[src/sv/ftprp_pkg.sv]
// shared types and constants of the ftp reply parser
package ftprp_pkg;

	localparam int unsigned MSG_CAP = 1024;
	localparam int unsigned TEXT_W = $clog2(MSG_CAP);

	localparam logic [TEXT_W-1:0] TEXT_MAX = TEXT_W'(MSG_CAP - 1);

	localparam logic [7:0] CH_ZERO   = 8'h30;
	localparam logic [7:0] CH_NINE   = 8'h39;
	localparam logic [7:0] CH_SPACE  = 8'h20;
	localparam logic [7:0] CH_HYPHEN = 8'h2d;
	localparam logic [7:0] CH_NL     = 8'h0a;

	localparam logic [1:0] PH_START  = 2'd0;
	localparam logic [1:0] PH_SINGLE = 2'd1;
	localparam logic [1:0] PH_MULTI  = 2'd2;

	typedef struct packed {
		logic [7:0] rx_byte;
		logic       link_closed;
	} ftprp_in_t;

	typedef struct packed {
		logic [7:0] text_byte;
		logic       is_text;
		logic       reply_done;
		logic [9:0] reply_code;
		logic       text_truncated;
		logic       ended_by_close;
	} ftprp_out_t;

endpackage

[src/sv/ftprp_if.sv]
// valid/ready channel interfaces for input bytes and results
interface ftprp_in_if import ftprp_pkg::*; ();
	logic      valid;
	logic      ready;
	ftprp_in_t data;

	modport source (output valid, output data, input ready);
	modport sink (input valid, input data, output ready);
endinterface

interface ftprp_out_if import ftprp_pkg::*; ();
	logic       valid;
	logic       ready;
	ftprp_out_t data;

	modport source (output valid, output data, input ready);
	modport sink (input valid, input data, output ready);
endinterface

[src/sv/ftprp_parse.sv]
// parse state and per-byte decision logic
module ftprp_parse import ftprp_pkg::*; (
	input  logic       clk,
	input  logic       arst_n,
	input  logic       step,
	input  ftprp_in_t  item,
	output logic       res_valid,
	output ftprp_out_t res
);

	logic [1:0]        phase_q, phase_d;
	logic [3:0]        digit_q [3];
	logic [3:0]        digit_d [3];
	logic [1:0]        dcount_q, dcount_d;
	logic [2:0]        la_count_q, la_count_d;
	logic              la_match_q, la_match_d;
	logic [TEXT_W-1:0] text_count_q, text_count_d;
	logic              overflow_q, overflow_d;

	logic              finish;
	logic              by_close;
	logic [9:0]        code;
	logic [1:0]        la_pos;
	logic [7:0]        b;
	logic [7:0]        expect_ch;

	assign b = item.rx_byte;
	assign la_pos = 2'(la_count_q - 3'd1);
	assign expect_ch = CH_ZERO + {4'd0, digit_q[la_pos]};

	always_comb begin
		code = '0;
		if (dcount_q == 2'd3) begin
			code = 10'(digit_q[0]) * 10'd100 + 10'(digit_q[1]) * 10'd10
				+ 10'(digit_q[2]);
		end
	end

	always_comb begin
		phase_d = phase_q;
		digit_d = digit_q;
		dcount_d = dcount_q;
		la_count_d = la_count_q;
		la_match_d = la_match_q;
		text_count_d = text_count_q;
		overflow_d = overflow_q;
		finish = 1'b0;
		by_close = 1'b0;
		res_valid = 1'b0;
		res = '0;

		if (item.link_closed) begin
			finish = 1'b1;
			by_close = 1'b1;
		end else begin
			unique case (phase_q)
				PH_SINGLE: begin
					if (b == CH_NL) begin
						finish = 1'b1;
					end else if (text_count_q < TEXT_MAX) begin
						text_count_d = text_count_q + TEXT_W'(1);
						res_valid = 1'b1;
						res.text_byte = b;
						res.is_text = 1'b1;
					end else begin
						overflow_d = 1'b1;
					end
				end
				PH_MULTI: begin
					if (la_count_q != 3'd0) begin
						if (la_count_q <= 3'd3) begin
							if (dcount_q != 2'd3 || b != expect_ch) begin
								la_match_d = 1'b0;
							end
							la_count_d = la_count_q + 3'd1;
						end else begin
							if (la_match_q && b == CH_SPACE) begin
								phase_d = PH_SINGLE;
							end
							la_count_d = 3'd0;
							la_match_d = 1'b1;
						end
					end else if (b == CH_NL) begin
						la_count_d = 3'd1;
						la_match_d = 1'b1;
					end
				end
				default: begin
					// start mode, unused code behaves the same
					if (dcount_q < 2'd3 && b >= CH_ZERO && b <= CH_NINE) begin
						digit_d[dcount_q] = 4'(b - CH_ZERO);
						dcount_d = dcount_q + 2'd1;
					end else if (b == CH_SPACE) begin
						phase_d = PH_SINGLE;
					end else if (b == CH_HYPHEN) begin
						phase_d = PH_MULTI;
					end else if (b == CH_NL) begin
						finish = 1'b1;
					end
				end
			endcase
		end

		if (finish) begin
			res_valid = 1'b1;
			res = '0;
			res.reply_done = 1'b1;
			res.reply_code = code;
			res.text_truncated = overflow_q;
			res.ended_by_close = by_close;
			// rearm for the next reply
			phase_d = PH_START;
			digit_d[0] = '0;
			digit_d[1] = '0;
			digit_d[2] = '0;
			dcount_d = '0;
			la_count_d = '0;
			la_match_d = 1'b1;
			text_count_d = '0;
			overflow_d = 1'b0;
		end
	end

	always_ff @(posedge clk or negedge arst_n) begin
		if (!arst_n) begin
			phase_q <= PH_START;
			digit_q[0] <= '0;
			digit_q[1] <= '0;
			digit_q[2] <= '0;
			dcount_q <= '0;
			la_count_q <= '0;
			la_match_q <= 1'b1;
			text_count_q <= '0;
			overflow_q <= 1'b0;
		end else if (step) begin
			phase_q <= phase_d;
			digit_q <= digit_d;
			dcount_q <= dcount_d;
			la_count_q <= la_count_d;
			la_match_q <= la_match_d;
			text_count_q <= text_count_d;
			overflow_q <= overflow_d;
		end
	end

endmodule

[src/sv/ftp_reply_parser.sv]
// ftp reply parser top level: input register, parse stage, result register
// Takes one control-channel byte per cycle and returns at most one result per byte: a
// message byte of the final reply line, or a done result with the three-digit reply code.
// A byte accepted into the input register is decoded and its result registered when the
// parse stage advances. The block sustains one byte per cycle; the single parse stage
// between the input register and the result register sets that figure, and the input side
// stalls only while a result waits at the output and the input register is also full.
module ftp_reply_parser import ftprp_pkg::*; (
	input  logic               clk,
	input  logic               arst_n,
	ftprp_in_if.sink           rx,
	ftprp_out_if.source        reply
);

	logic       valid_s1;
	ftprp_in_t  item_s1;
	logic       advance;
	logic       res_valid;
	ftprp_out_t res;
	logic       reply_valid_q;
	ftprp_out_t reply_data_q;

	assign advance = valid_s1 && (!reply_valid_q || reply.ready);
	assign rx.ready = !valid_s1 || advance;

	always_ff @(posedge clk or negedge arst_n) begin
		if (!arst_n) begin
			valid_s1 <= 1'b0;
		end else if (rx.ready) begin
			valid_s1 <= rx.valid;
		end
	end

	always_ff @(posedge clk) begin
		if (rx.valid && rx.ready) begin
			item_s1 <= rx.data;
		end
	end

	ftprp_parse u_parse (
		.clk       (clk),
		.arst_n    (arst_n),
		.step      (advance),
		.item      (item_s1),
		.res_valid (res_valid),
		.res       (res)
	);

	always_ff @(posedge clk or negedge arst_n) begin
		if (!arst_n) begin
			reply_valid_q <= 1'b0;
		end else if (advance) begin
			reply_valid_q <= res_valid;
		end else if (reply.ready) begin
			reply_valid_q <= 1'b0;
		end
	end

	always_ff @(posedge clk) begin
		if (advance && res_valid) begin
			reply_data_q <= res;
		end
	end

	assign reply.valid = reply_valid_q;
	assign reply.data = reply_data_q;

endmodule

[src/flat_wrapper.sv]
// flat-port wrapper written by rule: the top's interface ports become plain ports
module ftp_reply_parser_flat import ftprp_pkg::*;
  (clk, arst_n, rx_valid, rx_data, rx_ready, reply_valid, reply_data, reply_ready);
  ftprp_in_if rx_i ();
  ftprp_out_if reply_i ();
  input  logic clk;
  input  logic arst_n;
  input wire logic [$bits(rx_i.valid)-1:0] rx_valid;
  input wire logic [$bits(rx_i.data)-1:0] rx_data;
  output wire logic [$bits(rx_i.ready)-1:0] rx_ready;
  output wire logic [$bits(reply_i.valid)-1:0] reply_valid;
  output wire logic [$bits(reply_i.data)-1:0] reply_data;
  input wire logic [$bits(reply_i.ready)-1:0] reply_ready;
  assign rx_i.valid = rx_valid;
  assign rx_i.data = rx_data;
  assign rx_ready = rx_i.ready;
  assign reply_valid = reply_i.valid;
  assign reply_data = reply_i.data;
  assign reply_i.ready = reply_ready;
  ftp_reply_parser u_core (.clk(clk), .arst_n(arst_n), .rx(rx_i), .reply(reply_i));
endmodule
[config.mk]
export PLATFORM = sky130hd
export DESIGN_NAME = ftp_reply_parser_flat
export DESIGN_NICKNAME = d
export VERILOG_FILES = /design/src/sv/ftprp_pkg.sv /design/src/sv/ftprp_if.sv /design/src/sv/ftprp_parse.sv /design/src/sv/ftp_reply_parser.sv /design/src/flat_wrapper.sv
export SDC_FILE = /design/constraint.sdc
export NUM_CORES = 1
export LEC_CHECK = 0
export BUFFER_PORTS_ARGS = -buffer_cell sky130_fd_sc_hd__buf_2
export CORE_ASPECT_RATIO = 0.5
export CORE_MARGIN = 2
export CORE_UTILIZATION = 60
export CTS_BUF_LIST = sky130_fd_sc_hd__clkbuf_8
export DETAILED_ROUTE_END_ITERATION = 10
export HOLD_SLACK_MARGIN = 0.08
export MAX_ROUTING_LAYER = met4
export PLACE_DENSITY_LB_ADDON = 0.15
export REMOVE_ABC_BUFFERS = 1
export SYNTH_ARGS = -nofsm -noshare
export SYNTH_HDL_FRONTEND = slang
export SYNTH_SLANG_ARGS = --single-unit
[constraint.sdc]
create_clock -name clk -period 3.4 [get_ports clk]
set_input_delay 0.17 -clock clk [delete_from_list [all_inputs] [get_ports clk]]
set_output_delay 0.17 -clock clk [all_outputs]
set_load 0.05 [all_outputs]
=== Word level (Yosys, flattened, before mapping) ===
Index checks and enable logic that the tools add are counted.

* Bits in registers: 64
* Bits in latches: 0
* RAM bits: 0
* Bits in read-only memories: 0
* Input port bits: 13
* Output and inout bits: 24
* Logic and storage cells: 152
* Memories: 0

* Add/subtract/negate cells: 8
* Multipliers: 2
* Divide/modulo/power cells: 0
* Order comparisons: 8
* Equal/unequal tests: 18
* Shifts and indexed selects: 0
* Muxes and demuxes: 63
* Bitwise logic cells: 4
* Reduce and logical (&&, ||, !) cells: 30

{| class="wikitable"
|+ Operators with widths
! operator !! number
|-
| 2-to-1 mux 10 bit || 6
|-
| 2-to-1 mux 12 bit || 4
|-
| 2-to-1 mux 1 bit || 25
|-
| 2-to-1 mux 2 bit || 12
|-
| 2-to-1 mux 3 bit || 6
|-
| == test 8 x 6 -> 1 bit (second input constant) || 2
|-
| AND reduction 5 bit || 3
|-
| 2-to-1 mux 13 bit || 1
|-
| bitwise mux 12 bit || 1
|-
| 2-to-1 mux 4 bit || 3
|-
| adder 10 x 1 -> 10 bit (second input constant) || 1
|-
| adder 10 x 4 -> 10 bit || 1
|-
| adder 10 x 8 -> 10 bit || 1
|-
| < comparator 10 bit (second input constant) || 1
|-
| != test 2 bit (second input constant) || 5
|-
| nonzero test 2 bit || 5
|-
| 2-to-1 mux 9 bit || 1
|-
| != test 3 bit (second input constant) || 3
|-
| binary-select mux 4 bit (select 2 bit) || 1
|-
| demux 4 bit (select 2 bit) || 1
|-
| == test 8 x 4 -> 1 bit (second input constant) || 1
|-
| >= comparator 8 x 6 -> 1 bit (second input constant) || 1
|-
| less-or-equal comparator 8 x 6 -> 1 bit (second input constant) || 1
|-
| multiplier 4 x 5 -> 8 bit (second input constant) || 1
|-
| 31 further kinds || 46
|}

=== Longest topological paths before layout ===
* Depth after elaboration: 14
* Mapped depth: 12
* Depth with buffers taken out: 12

=== Cells and area by module ===
From an unflattened synthesis, not the netlist that was laid out.

* Cells, all modules: 341
* Area total of the unflattened synthesis: 3,791.1 µm²

{| class="wikitable"
|+ Modules (own cells, without submodules)
! module !! instances !! cells an instance !! area an instance (µm²) !! sequential area each (µm²)
|-
| ftprp_parse || 1 || 300 || 2,751.4 || 777.0
|-
| ftp_reply_parser || 1 || 41 || 1,039.7 || 980.9
|}

=== Least setup slack after synthesis ===
OpenSTA, ideal clock, no wires.

* Kind: flip-flop to flip-flop
* Start point: reg u_core.u_parse.digit_q[5] (netlist name)
* End point: reg u_core.reply_data_q, in the netlist u_core.reply.data[11] (data pin)
* Setup time: 0.254 ns
* Arrival time: 2.655 ns
* Required time: 3.146 ns
* Path slack: 0.490 ns
* Stages on the path, launching flop included: 11
* Path buffers: 0
* Period minus slack after synthesis: 2.910 ns
* Cells stage by stage: dfrtp_1 > ha_1 > ha_1 > fa_1 > xor2_1 > ha_1 > ha_1 > or3_1 > o22ai_1 > xnor2_1 > nor2_1

* Cells in the longest elaborated chain, start to end: 3

{| class="wikitable"
|+ Ends and longest elaborated chain
! what !! line !! text
|-
| start: declaration || ftprp_parse.sv:12 || <nowiki>logic [3:0] digit_q [3];</nowiki>
|-
| start signal: assignment || ftprp_parse.sv:137 || <nowiki>digit_q <= digit_d;</nowiki>
|-
| multiplier 4 x 3 -> 7 bit || ftprp_parse.sv:34 || <nowiki>code = 10'(digit_q[0]) * 10'd100 + 10'(digit_q[1]) * 10'd10</nowiki>
|-
| adder 10 x 8 -> 10 bit || ftprp_parse.sv:34 ||
|-
| adder 10 x 4 -> 10 bit || ftprp_parse.sv:35 || <nowiki>+ 10'(digit_q[2]);</nowiki>
|-
| end signal: assignment || ftp_reply_parser.sv:61 || <nowiki>reply_data_q <= res;</nowiki>
|-
| end: declaration || ftp_reply_parser.sv:21 || <nowiki>ftprp_out_t reply_data_q;</nowiki>
|}

Every way passes these cells.
A chain may end at the register's enable or synchronous reset.

=== Worst setup path in the final report ===
Same ends and word-level chain as after synthesis.

==> results.ini <==
[outcome]
status=finished clean

[worst_setup_path]
path_max_fanout=5
crit_path_cell_trace=ha_1 > ha_1 > fa_1 > xor2_1 > ha_1 > ha_1 > or3_1 > o22ai_1 > xnor2_1 > nor2_1
startpoint_type=flop
worstReg2RegStart=u_core.u_parse.digit_q[5]$_DFFE_PN0P_
cpMostUsedCell=ha_1
r2r_end=u_core.reply.data[11]$_SDFFCE_PN0P_
end_kind=flop
worstPathRequired_ns=3.51
r2r_cells=10
reg2reg_slack_ns=0.31
cpPeakStageDelay_ns=0.44
cp_top_family=adder cells
worst_path_max_delay_cell=dfrtp_1
crit_buf_inv=0
cp.arrival_ns=3.20
critPathKind=flop to flop

[detailed_routing]
vias_per_cell=5.85
wl_mm=7.80
detail_route.first_pass.iterations=4
drc_errors=0
vias=2772
drtIter0Drc=181
avgRoutedWirePerCell_um=16.4
ant_nets=0

[placed_design]
gp_congestion=0.880
placed_area_um2=3980
dp.cells=447
port_buffers=36
place_hpwl_mm=5.52
pre_cts_ws_ns=0.323

[clocking]
cts_tree=built
clk_pin_slew_ns=0.07
cts_buffers=9
clock_path_buffers=2
clock_latency_ns=0.35
cts_sinks=64
root_buffer=clkbuf_8
htreeDepth=3

[yosys]
avgSynthCellArea_um2=11.3
ys_top_cells_by_area=edfxtp_1 (25%), dfrtp_1 (21%), ha_1 (11%), xnor2_1 (3.0%), a32o_1 (2.7%)
synthArstFlopShare_pct=51.6
yosysTopAreaCell=edfxtp_1
synth-main-ff-cell=dfrtp_1
synth_cells=331
ys_seq_elements=64
yosysSeqAreaShare_pct=46.9
ys_warn_count=0
synth_top_area_share_pct=24.9
syn_area_um2=3740
synth_edf_count=31
ys_types=59

[timing]
period_share_pct=90.9
hold_viol=0
slew_viol_final=0
slew_headroom_pct=43.5
fin_crit_ns=3.09
fin_skew_ns=0.0108
clock.fmax_mhz=324
tns_ns=0
worst_slew_pin_slew_ns=0.841
rsz0062_at_grt=false
setup_slack_ns=0.310
finalSetupViolCount=0

[global_route]
antenna_found_initial=0
grt.total_usage_pct=25.8
grt_pass1_wl_mm=12.9
top_usage_layer=met2
grt_max_degree=34
gr-total-overflow=0
met1_usage_pct=30.8
grt_pass1_vias=2683
grt.met2_usage_pct=41.9
grt.met3_usage_pct=9.53

[finish]
num_antenna_cells=0
layout_common_cells=buf_2 (36), ha_1 (32), dfrtp_1 (32)
seq_area_um2=1760
drive_gt1_share_pct=17.6
final_cell_area_um2=4310
post-route-util_pct=71.2
final_common_cell=buf_2
fillers=435
final_cells=474
multi_input_area_um2=1810
nets=431
area_growth_pct=15.2

[power_and_ir_drop]
power_leakage_uw=0.00192
powerDensity_nw_per_um2=458
ir_drop_v=0.000424

[die]
die_w_um=116
die_y_um=59.9
die_area_um2=6930
core-area_um2=6060
row_count=20
initial_core_util_pct=61.8
ios=37

[hold_path]
hp-start=reply_ready
hold_depth=3
hold_end=u_core.valid_s1$_DFFE_PN0N_
hold_path.class=input port to flop

[run]
cap_violations=0

per-layer routing:
metal | vias up | share of wire [%]
met1 | 1359 | 44
li1 | 1307 | -
met2 | 92 | 49
met4 | 0 | 1.4
met5 | - | 0
met3 | 14 | 5.7
what timing repair did:
item                                   4_1_cts  5_1_grt
setup buffers                                0        0
hold buffers                                11        0
endpoints found under the hold margin       42        0
resized for setup                            0        0
cell families (layout without fill, tap and decap cells):
family	after synthesis	after routing	share of synthesized area, %
simple gates	114	114	17.4
flops	64	64	46.9
compound gates	54	54	11.4
fa+ha+maj	37	37	13.4
buf+inv	37	92	4.81
xor+xnor	18	18	4.21
mux	7	7	1.94
per-stage QoR:
| step | hold WS, ns | power, uW |
|---|---|---|
| global route | 0.166 | 2060 |
| finish | 0.133 | 1980 |
| CTS | 0.109 | 1990 |
| floorplan | -0.126 | 1150 |
| detailed placement | 0.279 | 1240 |
| global placement | 0.259 | 1230 |
power breakdown:
part	internal [uW]	leakage (uW)	total, uW	switching (uW)
Clock	445	0.000120	730	285
Combinational	116	0.00106	332	215
Sequential	862	0.000749	913	51.6
Total	1420	0.00192	1980	552
final cells by class:
class | count | share of cell area (%)
Clock buffer | 11 | 3.51
Sequential cell | 64 | 40.8
Timing Repair Buffer | 50 | 7.25
Tap cell | 88 | 2.55
Clock inverter | 5 | 1.65
Multi-Input combinational cell | 230 | 41.9
Inverter | 26 | 2.38
synthesized netlist by cell type (all sizes together) (2+ instances only):
library cell   n
nand3b         3
nor4           5
nand2b         4
a21oi          8
or4            2
nor2b          6
fa             5
o21a           2
dfrtp         32
nor3          12
nor3b          2
nor2          24
xor2           5
buf            6
o21ai         11
and2          12
nand2         14
a22oi          3
edfxtp        31
inv           25
nand3         14
ha            32
or3            2
mux2           2
a32o          10
and3           7
a22o           7
xnor2         13
a211oi         2
a31oi          3
clkbuf         5
and4b          2
mux2i          5
worst max path at each step:
stage,cells past startpoint,from,to,slack (ns)
3_3_place_gp,10,u_core.u_parse.digit_q[5]$_DFFE_PN0P_,u_core.reply.data[11]$_SDFFCE_PN0P_,0.42
2_1_floorplan,10,u_core.u_parse.digit_q[5]$_DFFE_PN0P_,u_core.reply.data[11]$_SDFFCE_PN0P_,0.49
3_5_place_dp,10,u_core.u_parse.digit_q[7]$_DFFE_PN0P_,u_core.reply.data[11]$_SDFFCE_PN0P_,0.32
6_report,10,u_core.u_parse.digit_q[5]$_DFFE_PN0P_,u_core.reply.data[11]$_SDFFCE_PN0P_,0.31
5_1_grt,10,u_core.u_parse.digit_q[5]$_DFFE_PN0P_,u_core.reply.data[11]$_SDFFCE_PN0P_,0.15
4_1_cts,10,u_core.u_parse.digit_q[5]$_DFFE_PN0P_,u_core.reply.data[11]$_SDFFCE_PN0P_,0.31
worst reg2reg max path, cell delays in order (launching register included):
cell and delay, ns:
dfrtp_1 0.44, ha_1 0.32, ha_1 0.23, fa_1 0.41, xor2_1 0.17, ha_1 0.28
ha_1 0.25, or3_1 0.39, o22ai_1 0.16, xnor2_1 0.15, nor2_1 0.05
flip-flops by register name, summed over array words and instances, names as in the netlist, 2 cells and up:
| register | cells |
|---|---|
| u_core.reply.data | 22 |
| u_core.u_parse.digit_q | 12 |
| u_core.u_parse.text_count_q | 10 |
| u_core.item_s1 | 9 |
| u_core.u_parse.la_count_q | 3 |
| u_core.u_parse.dcount_q | 2 |
| u_core.u_parse.phase_q | 2 |
Power figures use the tool's default switching activity.
